File: config.mk
export PLATFORM = sky130hd
export DESIGN_NAME = variable_window_moving_average
export DESIGN_NICKNAME = d
export VERILOG_FILES = /design/src/vwma_pkg.sv /design/src/variable_window_moving_average.sv
export SDC_FILE = /design/constraint.sdc
export NUM_CORES = 1
export LEC_CHECK = 0
export ABC_AREA = 1
export BUFFER_PORTS_ARGS = -buffer_cell sky130_fd_sc_hd__buf_2
export CAP_MARGIN = 20
export CORE_MARGIN = 3
export CORE_UTILIZATION = 50
export DETAILED_ROUTE_END_ITERATION = 7
export PLACE_DENSITY = 0.68
export SKIP_CTS_REPAIR_TIMING = 1
export SLEW_MARGIN = 5
export SYNTH_ARGS = -nofsm -noshare
export SYNTH_HDL_FRONTEND = slang
export SYNTH_SLANG_ARGS = --single-unit
File: constraint.sdc
create_clock -name clk -period 2.7 [get_ports clk]
set_input_delay 0.54 -clock clk [delete_from_list [all_inputs] [get_ports clk]]
set_output_delay 0.54 -clock clk [all_outputs]
set_load 0.02 [all_outputs]
File: src/vwma_pkg.sv
// ----------------------------------------------------------------------------
// vwma_pkg
// Widths shared by the variable-window moving average.
// ----------------------------------------------------------------------------
package vwma_pkg;

    localparam int SAMPLE_W = 16;
    localparam int LEN_W    = 7;
    // largest window is 127 samples of 16 bits, so 23 bits hold any sum
    localparam int SUM_W    = SAMPLE_W + LEN_W;
    localparam int STEP_W   = $clog2(SUM_W);

    localparam logic [LEN_W-1:0] LEN_RESET = LEN_W'(1);

endpackage

File: src/variable_window_moving_average.sv
// ----------------------------------------------------------------------------
// variable_window_moving_average
// Moving average over the newest window_len samples, quotient toward zero.
// ----------------------------------------------------------------------------
// Each accepted word stores its sample in a ring of MAX_WINDOW entries and
// returns the mean of the newest n samples, n being window_len clamped to
// 1..MAX_WINDOW (and to at most 127). Samples never written since reset count
// as zero, tracked by a fill count, so no clearing pass is needed. Each word
// walks the ring through its single registered read port, forms the
// magnitude, runs a one-bit-per-cycle restoring divider, loads the output
// register and returns to idle, where ready rises again. The load waits
// while the output register still holds an unaccepted word. A finished
// result waits in the output register while the next word is taken.
// ----------------------------------------------------------------------------
module variable_window_moving_average #(
    parameter int MAX_WINDOW = 64
) (
    input  logic                          clk,
    input  logic                          rst_n,
    // configuration: window_len
    input  logic                          cfg_valid,
    output logic                          cfg_ready,
    input  logic [vwma_pkg::LEN_W-1:0]    cfg_data,
    // slave side
    input  logic                          s_tvalid,
    output logic                          s_tready,
    input  logic [vwma_pkg::SAMPLE_W-1:0] s_tdata,   // [15:0] sample
    // master side
    output logic                          m_tvalid,
    input  logic                          m_tready,
    output logic [vwma_pkg::SAMPLE_W-1:0] m_tdata    // [15:0] average
);

    import vwma_pkg::*;

    localparam int AW      = (MAX_WINDOW > 1) ? $clog2(MAX_WINDOW) : 1;
    localparam int CW      = $clog2(MAX_WINDOW + 1);
    localparam int CMPW    = (CW > LEN_W) ? CW : LEN_W;
    localparam int LEN_MAX = (MAX_WINDOW < 127) ? MAX_WINDOW : 127;

    typedef enum logic [2:0] {
        S_IDLE,
        S_SUM,
        S_PREP,
        S_DIV,
        S_DONE
    } state_t;

    logic [SAMPLE_W-1:0] mem [MAX_WINDOW];
    logic [SAMPLE_W-1:0] rd_data_reg;

    state_t                    state_reg, state_next;
    logic [LEN_W-1:0]          window_len_reg, window_len_next;
    logic [LEN_W-1:0]          n_reg, n_next;
    logic [LEN_W-1:0]          k_reg, k_next;
    logic [AW-1:0]             head_reg, head_next;
    logic [AW-1:0]             rd_ptr_reg, rd_ptr_next;
    logic [CW-1:0]             cnt_reg, cnt_next;
    logic                      fetch_reg, fetch_next;
    logic                      hit_reg, hit_next;
    logic signed [SUM_W-1:0]   acc_reg, acc_next;
    logic [SUM_W-1:0]          dq_reg, dq_next;
    logic [LEN_W-1:0]          rem_reg, rem_next;
    logic                      neg_reg, neg_next;
    logic [STEP_W-1:0]         step_reg, step_next;
    logic                      m_tvalid_reg, m_tvalid_next;
    logic [SAMPLE_W-1:0]       m_tdata_reg, m_tdata_next;

    logic                      in_fire;
    logic [AW-1:0]             head_inc;
    logic [LEN_W-1:0]          eff_len;
    logic [LEN_W:0]            trial;
    logic                      trial_ge;
    logic [SUM_W-1:0]          quo_signed;

    assign cfg_ready = 1'b1;
    assign s_tready  = (state_reg == S_IDLE);
    assign m_tvalid  = m_tvalid_reg;
    assign m_tdata   = m_tdata_reg;
    assign in_fire   = s_tvalid && s_tready;

    assign head_inc = (head_reg == AW'(MAX_WINDOW - 1)) ? '0 : head_reg + AW'(1);

    always_comb
    begin
        eff_len = window_len_reg;
        if (eff_len == '0)
        begin
            eff_len = LEN_W'(1);
        end
        if (eff_len > LEN_W'(LEN_MAX))
        begin
            eff_len = LEN_W'(LEN_MAX);
        end
    end

    assign trial      = {rem_reg, dq_reg[SUM_W-1]};
    assign trial_ge   = (trial >= {1'b0, n_reg});
    assign quo_signed = neg_reg ? (~dq_reg + SUM_W'(1)) : dq_reg;

    // ring storage, one write and one registered read port
    always_ff @(posedge clk)
    begin
        if (in_fire)
        begin
            mem[head_inc] <= s_tdata;
        end
        rd_data_reg <= mem[rd_ptr_reg];
    end

    always_comb
    begin
        state_next      = state_reg;
        window_len_next = window_len_reg;
        n_next          = n_reg;
        k_next          = k_reg;
        head_next       = head_reg;
        rd_ptr_next     = rd_ptr_reg;
        cnt_next        = cnt_reg;
        fetch_next      = 1'b0;
        hit_next        = hit_reg;
        acc_next        = acc_reg;
        dq_next         = dq_reg;
        rem_next        = rem_reg;
        neg_next        = neg_reg;
        step_next       = step_reg;
        m_tvalid_next   = m_tvalid_reg;
        m_tdata_next    = m_tdata_reg;

        if (m_tvalid_reg && m_tready)
        begin
            m_tvalid_next = 1'b0;
        end

        if (cfg_valid && cfg_ready)
        begin
            window_len_next = cfg_data;
        end

        case (state_reg)
            S_IDLE:
            begin
                if (in_fire)
                begin
                    head_next   = head_inc;
                    rd_ptr_next = head_reg;
                    cnt_next    = (cnt_reg == CW'(MAX_WINDOW)) ? cnt_reg : cnt_reg + CW'(1);
                    n_next      = eff_len;
                    k_next      = LEN_W'(1);
                    acc_next    = SUM_W'(signed'(s_tdata));
                    state_next  = S_SUM;
                end
            end
            S_SUM:
            begin
                if (fetch_reg && hit_reg)
                begin
                    acc_next = acc_reg + SUM_W'(signed'(rd_data_reg));
                end
                if (k_reg < n_reg)
                begin
                    fetch_next  = 1'b1;
                    hit_next    = (CMPW'(k_reg) < CMPW'(cnt_reg));
                    rd_ptr_next = (rd_ptr_reg == '0) ? AW'(MAX_WINDOW - 1)
                                                     : rd_ptr_reg - AW'(1);
                    k_next      = k_reg + LEN_W'(1);
                end
                else if (!fetch_reg)
                begin
                    state_next = S_PREP;
                end
            end
            S_PREP:
            begin
                neg_next   = acc_reg[SUM_W-1];
                dq_next    = acc_reg[SUM_W-1] ? (~acc_reg + SUM_W'(1)) : acc_reg;
                rem_next   = '0;
                step_next  = '0;
                state_next = S_DIV;
            end
            S_DIV:
            begin
                rem_next  = trial_ge ? LEN_W'(trial - {1'b0, n_reg}) : trial[LEN_W-1:0];
                dq_next   = {dq_reg[SUM_W-2:0], trial_ge};
                step_next = step_reg + STEP_W'(1);
                if (step_reg == STEP_W'(SUM_W - 1))
                begin
                    state_next = S_DONE;
                end
            end
            S_DONE:
            begin
                if (!m_tvalid_reg || m_tready)
                begin
                    m_tvalid_next = 1'b1;
                    m_tdata_next  = quo_signed[SAMPLE_W-1:0];
                    state_next    = S_IDLE;
                end
            end
            default:
            begin
                state_next = S_IDLE;
            end
        endcase
    end

    always_ff @(posedge clk or negedge rst_n)
    begin
        if (!rst_n)
        begin
            state_reg      <= S_IDLE;
            window_len_reg <= LEN_RESET;
            n_reg          <= LEN_W'(1);
            k_reg          <= '0;
            head_reg       <= '0;
            rd_ptr_reg     <= '0;
            cnt_reg        <= '0;
            fetch_reg      <= 1'b0;
            hit_reg        <= 1'b0;
            acc_reg        <= '0;
            dq_reg         <= '0;
            rem_reg        <= '0;
            neg_reg        <= 1'b0;
            step_reg       <= '0;
            m_tvalid_reg   <= 1'b0;
            m_tdata_reg    <= '0;
        end
        else
        begin
            state_reg      <= state_next;
            window_len_reg <= window_len_next;
            n_reg          <= n_next;
            k_reg          <= k_next;
            head_reg       <= head_next;
            rd_ptr_reg     <= rd_ptr_next;
            cnt_reg        <= cnt_next;
            fetch_reg      <= fetch_next;
            hit_reg        <= hit_next;
            acc_reg        <= acc_next;
            dq_reg         <= dq_next;
            rem_reg        <= rem_next;
            neg_reg        <= neg_next;
            step_reg       <= step_next;
            m_tvalid_reg   <= m_tvalid_next;
            m_tdata_reg    <= m_tdata_next;
        end
    end

    a_len_in_range: assert property (@(posedge clk) disable iff (!rst_n)
        (n_reg != '0) && (n_reg <= LEN_W'(LEN_MAX)))
        else $error("window length out of range");

    a_fill_bound: assert property (@(posedge clk) disable iff (!rst_n)
        cnt_reg <= CW'(MAX_WINDOW))
        else $error("fill count above ring depth");

    a_walk_bound: assert property (@(posedge clk) disable iff (!rst_n)
        (state_reg == S_SUM) |-> (k_reg <= n_reg))
        else $error("ring walk past window");

    a_rem_bound: assert property (@(posedge clk) disable iff (!rst_n)
        (state_reg == S_DIV) |-> (rem_reg < n_reg))
        else $error("divider remainder not below divisor");

    a_busy_after_accept: assert property (@(posedge clk) disable iff (!rst_n)
        (s_tvalid && s_tready) |=> !s_tready)
        else $error("accepted a word while busy");

endmodule

==> impl_metrics.env <==
export IMPL_antenna_cells=0
export IMPL_grt_ovfl_total=0
export IMPL_dr_pass1_iters=6
export IMPL_timing_rr_end="mem[15][15]"
export IMPL_slew_headroom_pct=38.38
export IMPL_stdcell_count=5914
export IMPL_dp_cells=5696
export IMPL_min_period_over_period_pct=93.15
export IMPL_required_ns=3.07
export IMPL_largest_reg_flops=1024
export IMPL_syn_avg_cell_area_sq_um=11.11
export IMPL_irDropWorstVdd_mv=0.6429
export IMPL_hold_start="cfg_data[3]"
export IMPL_tns_ns=0
export IMPL_max_clock_freq_mhz=397.6
export IMPL_synth_area_sq_um=49420
export IMPL_synth_async_reset_ratio_pct=10.42
export IMPL_ant_nets=0
export IMPL_layout_setup_ws_ns=0.1851
export IMPL_status="finished, final reports clean"
export IMPL_ys_warnings_count=0
export IMPL_place_area_sq_um=51970
export IMPL_grt_use_total_pct=25.82
export IMPL_final_area_sq_um=55750
export IMPL_holdPathStages=3
export IMPL_drive_above_1_share_pct=9.056
export IMPL_cts_sinks=1161
export IMPL_cts_tree="built"
export IMPL_htreeDepth=3
export IMPL_grt_setup_unrepaired="false"
export IMPL_critPathArrivalTime_ns=2.88
export IMPL_hold_class="in2reg"
export IMPL_drcViolationCount=0
export IMPL_dp_slack_ns=0.2166
export IMPL_wl_um=134200
export IMPL_coreArea_sq_um=97420
export IMPL_drv_cap=0
export IMPL_crit_type="reg2reg"
export IMPL_finalSetupViolCount=0
export IMPL_drt_iter0_markers=3886
export IMPL_hold_slack_ns=0.07246
export IMPL_clk_pin_slew_ns=0.06
export IMPL_ys_ff_latch=1161
export IMPL_skew_ns=0.02678
export IMPL_synth_edf_count=1024
export IMPL_routedWlPerCell_um=22.68
export IMPL_post_route_util_pct=57.22
export IMPL_maxSlewViolCount=0
export IMPL_fp_dieH_um=320.4
export IMPL_cts_made_buffers=114
export IMPL_end_kind="flop"
export IMPL_via_per_inst=5.781
export IMPL_ys_types=55
export IMPL_portBuffers=45
export IMPL_ys_seq_area_share_pct=69.00
export IMPL_num_rows=114
export IMPL_syn_inst=4448
export IMPL_worst_slew_pin_slew_ns=0.9242
export IMPL_cp_start_kind="flop"
export IMPL_clk_latency_ns=0.70
export IMPL_p_leak_nw=20.63
export IMPL_power_density_nw_per_um2=1085
export IMPL_grt_max_degree=134
export IMPL_r2r_slack_ns=0.19
export IMPL_hold_viol=0
export IMPL_antenna_found_initial=0
export IMPL_area_growth_pct=12.79
export IMPL_total_power_mw=60.50
export IMPL_r2r_cells=11
export IMPL_fin_nets=4618
export IMPL_syn_num_nets=4529
export IMPL_worstReg2RegStart="head_reg[0]"
export IMPL_synthFlopType="edfxtp_1"
export IMPL_cp_max_fo=16
export IMPL_layout_min_cycle_time_ns=2.515
export IMPL_cts_buffer_depth=3
export IMPL_grt_pass1_vias=32830
export IMPL_clock_root_buffer="clkbuf_16"
export IMPL_grt_pass1_wl_um=200300
export IMPL_die_w_um=320.4
export IMPL_dr_total_vias=34190
export IMPL_dp_hpwl_um=82690
export IMPL_routabilityCongestion=0.9254
export IMPL_holdPathEnd="window_len_reg[3]"
export IMPL_start_util_pct=50.73
export IMPL_fp_dieArea_sq_um=102700
export IMPL_io_pin_count=47
-- where the power goes --
part	internal [mW]	leakage [nW]	switching (mW)
registers	20.7	10.8	1.11
clock network	9.11	1.85	6.78
logic	6.78	7.97	16.0
-- placed cells by master (no fill, tap or decap), types with 13 or more instances in the layout --
cell type	n
dfxtp_1	16
dfrtp_1	115
inv_1	181
xor2_1	43
edfxtp_1	1024
a21oi_1	295
ha_1	51
clkinv_2	23
o22ai_1	153
o21ai_0	287
buf_2	44
nand2_1	1150
clkinv_1	37
buf_12	51
o21ai_1	46
nor3_1	122
buf_4	115
o221ai_1	13
clkbuf_16	118
clkbuf_1	13
nand4_1	13
nand3_1	153
nor2_1	436
-- critical path: stages (launching register included) --
cell and delay [ns]:
dfrtp_1 0.42, ha_1 0.25, nand2_1 0.07, nor2_1 0.05, inv_2 0.08, nor2_4 0.04
nand2_1 0.07, nand3b_1 0.21, inv_1 0.20, nand3_1 0.31, nor2_1 0.21, buf_4 0.29
-- cell usage after synthesis, types with 51 or more instances --
cell type	instances	area share, %
ha_1	51	1.3
inv_1	181	1.4
o22ai_1	153	1.9
dfrtp_1	119	6.0
nor3_1	122	1.2
nor2_1	436	3.3
a21oi_1	295	3.0
buf_2	111	1.1
clkbuf_1	79	0.60
o21ai_0	287	2.9
nand2_1	1152	8.7
nand3_1	153	1.5
edfxtp_1	1024	62
-- routing by layer --
metal  GRT usage [%]  up-vias  share of wire (%)
met5               0        -                  0
met4           9.200        0                3.4
met3           5.016      284                9.7
met2           41.51     1677                 47
met1           35.37    16470                 40
li1                -    15760                  -
-- cells by family (layout without fill, tap and decap cells) --
kind of cell | after synthesis | in the layout | share of synthesized area (%)
AOI/OAI and AO/OA | 849 | 849 | 9.407
xor gates and xnor gates | 47 | 47 | 0.8329
and+or+nand+nor | 1906 | 1906 | 15.47
muxes | 2 | 2 | 0.04557
buffers and inverters | 429 | 619 | 3.873
adders and majority gates | 53 | 53 | 1.372
DFF | 1161 | 1161 | 69.00
other | 1 | 1 | 0.007587
-- layout make-up --
type / count / area [sq um]
sequential: 1161 / 34110
tap: 1276 / 1597
multi-input combinational: 2858 / 13420
clock inverter: 78 / 656.9
clock buffer: 139 / 3105
inverter: 191 / 735.7
timing repair buffer: 211 / 2115
fill: 8008 / 41680
-- how the worst max path moves through the flow --
stage / slack, ns / startpoint / cells after the start / endpoint
finish: 0.19 / head_reg[0] / 11 / mem[15][15]
global route: 0.04 / head_reg[0] / 12 / mem[61][0]
CTS: 0.23 / head_reg[0] / 12 / mem[61][12]
detailed placement: 0.22 / s_tvalid / 9 / mem[61][5]
global placement: 0.21 / head_reg[0] / 12 / mem[61][0]
floorplan: 0.16 / head_reg[0] / 10 / mem[10][0]
No activity file was read; power rests on OpenSTA's default activity.
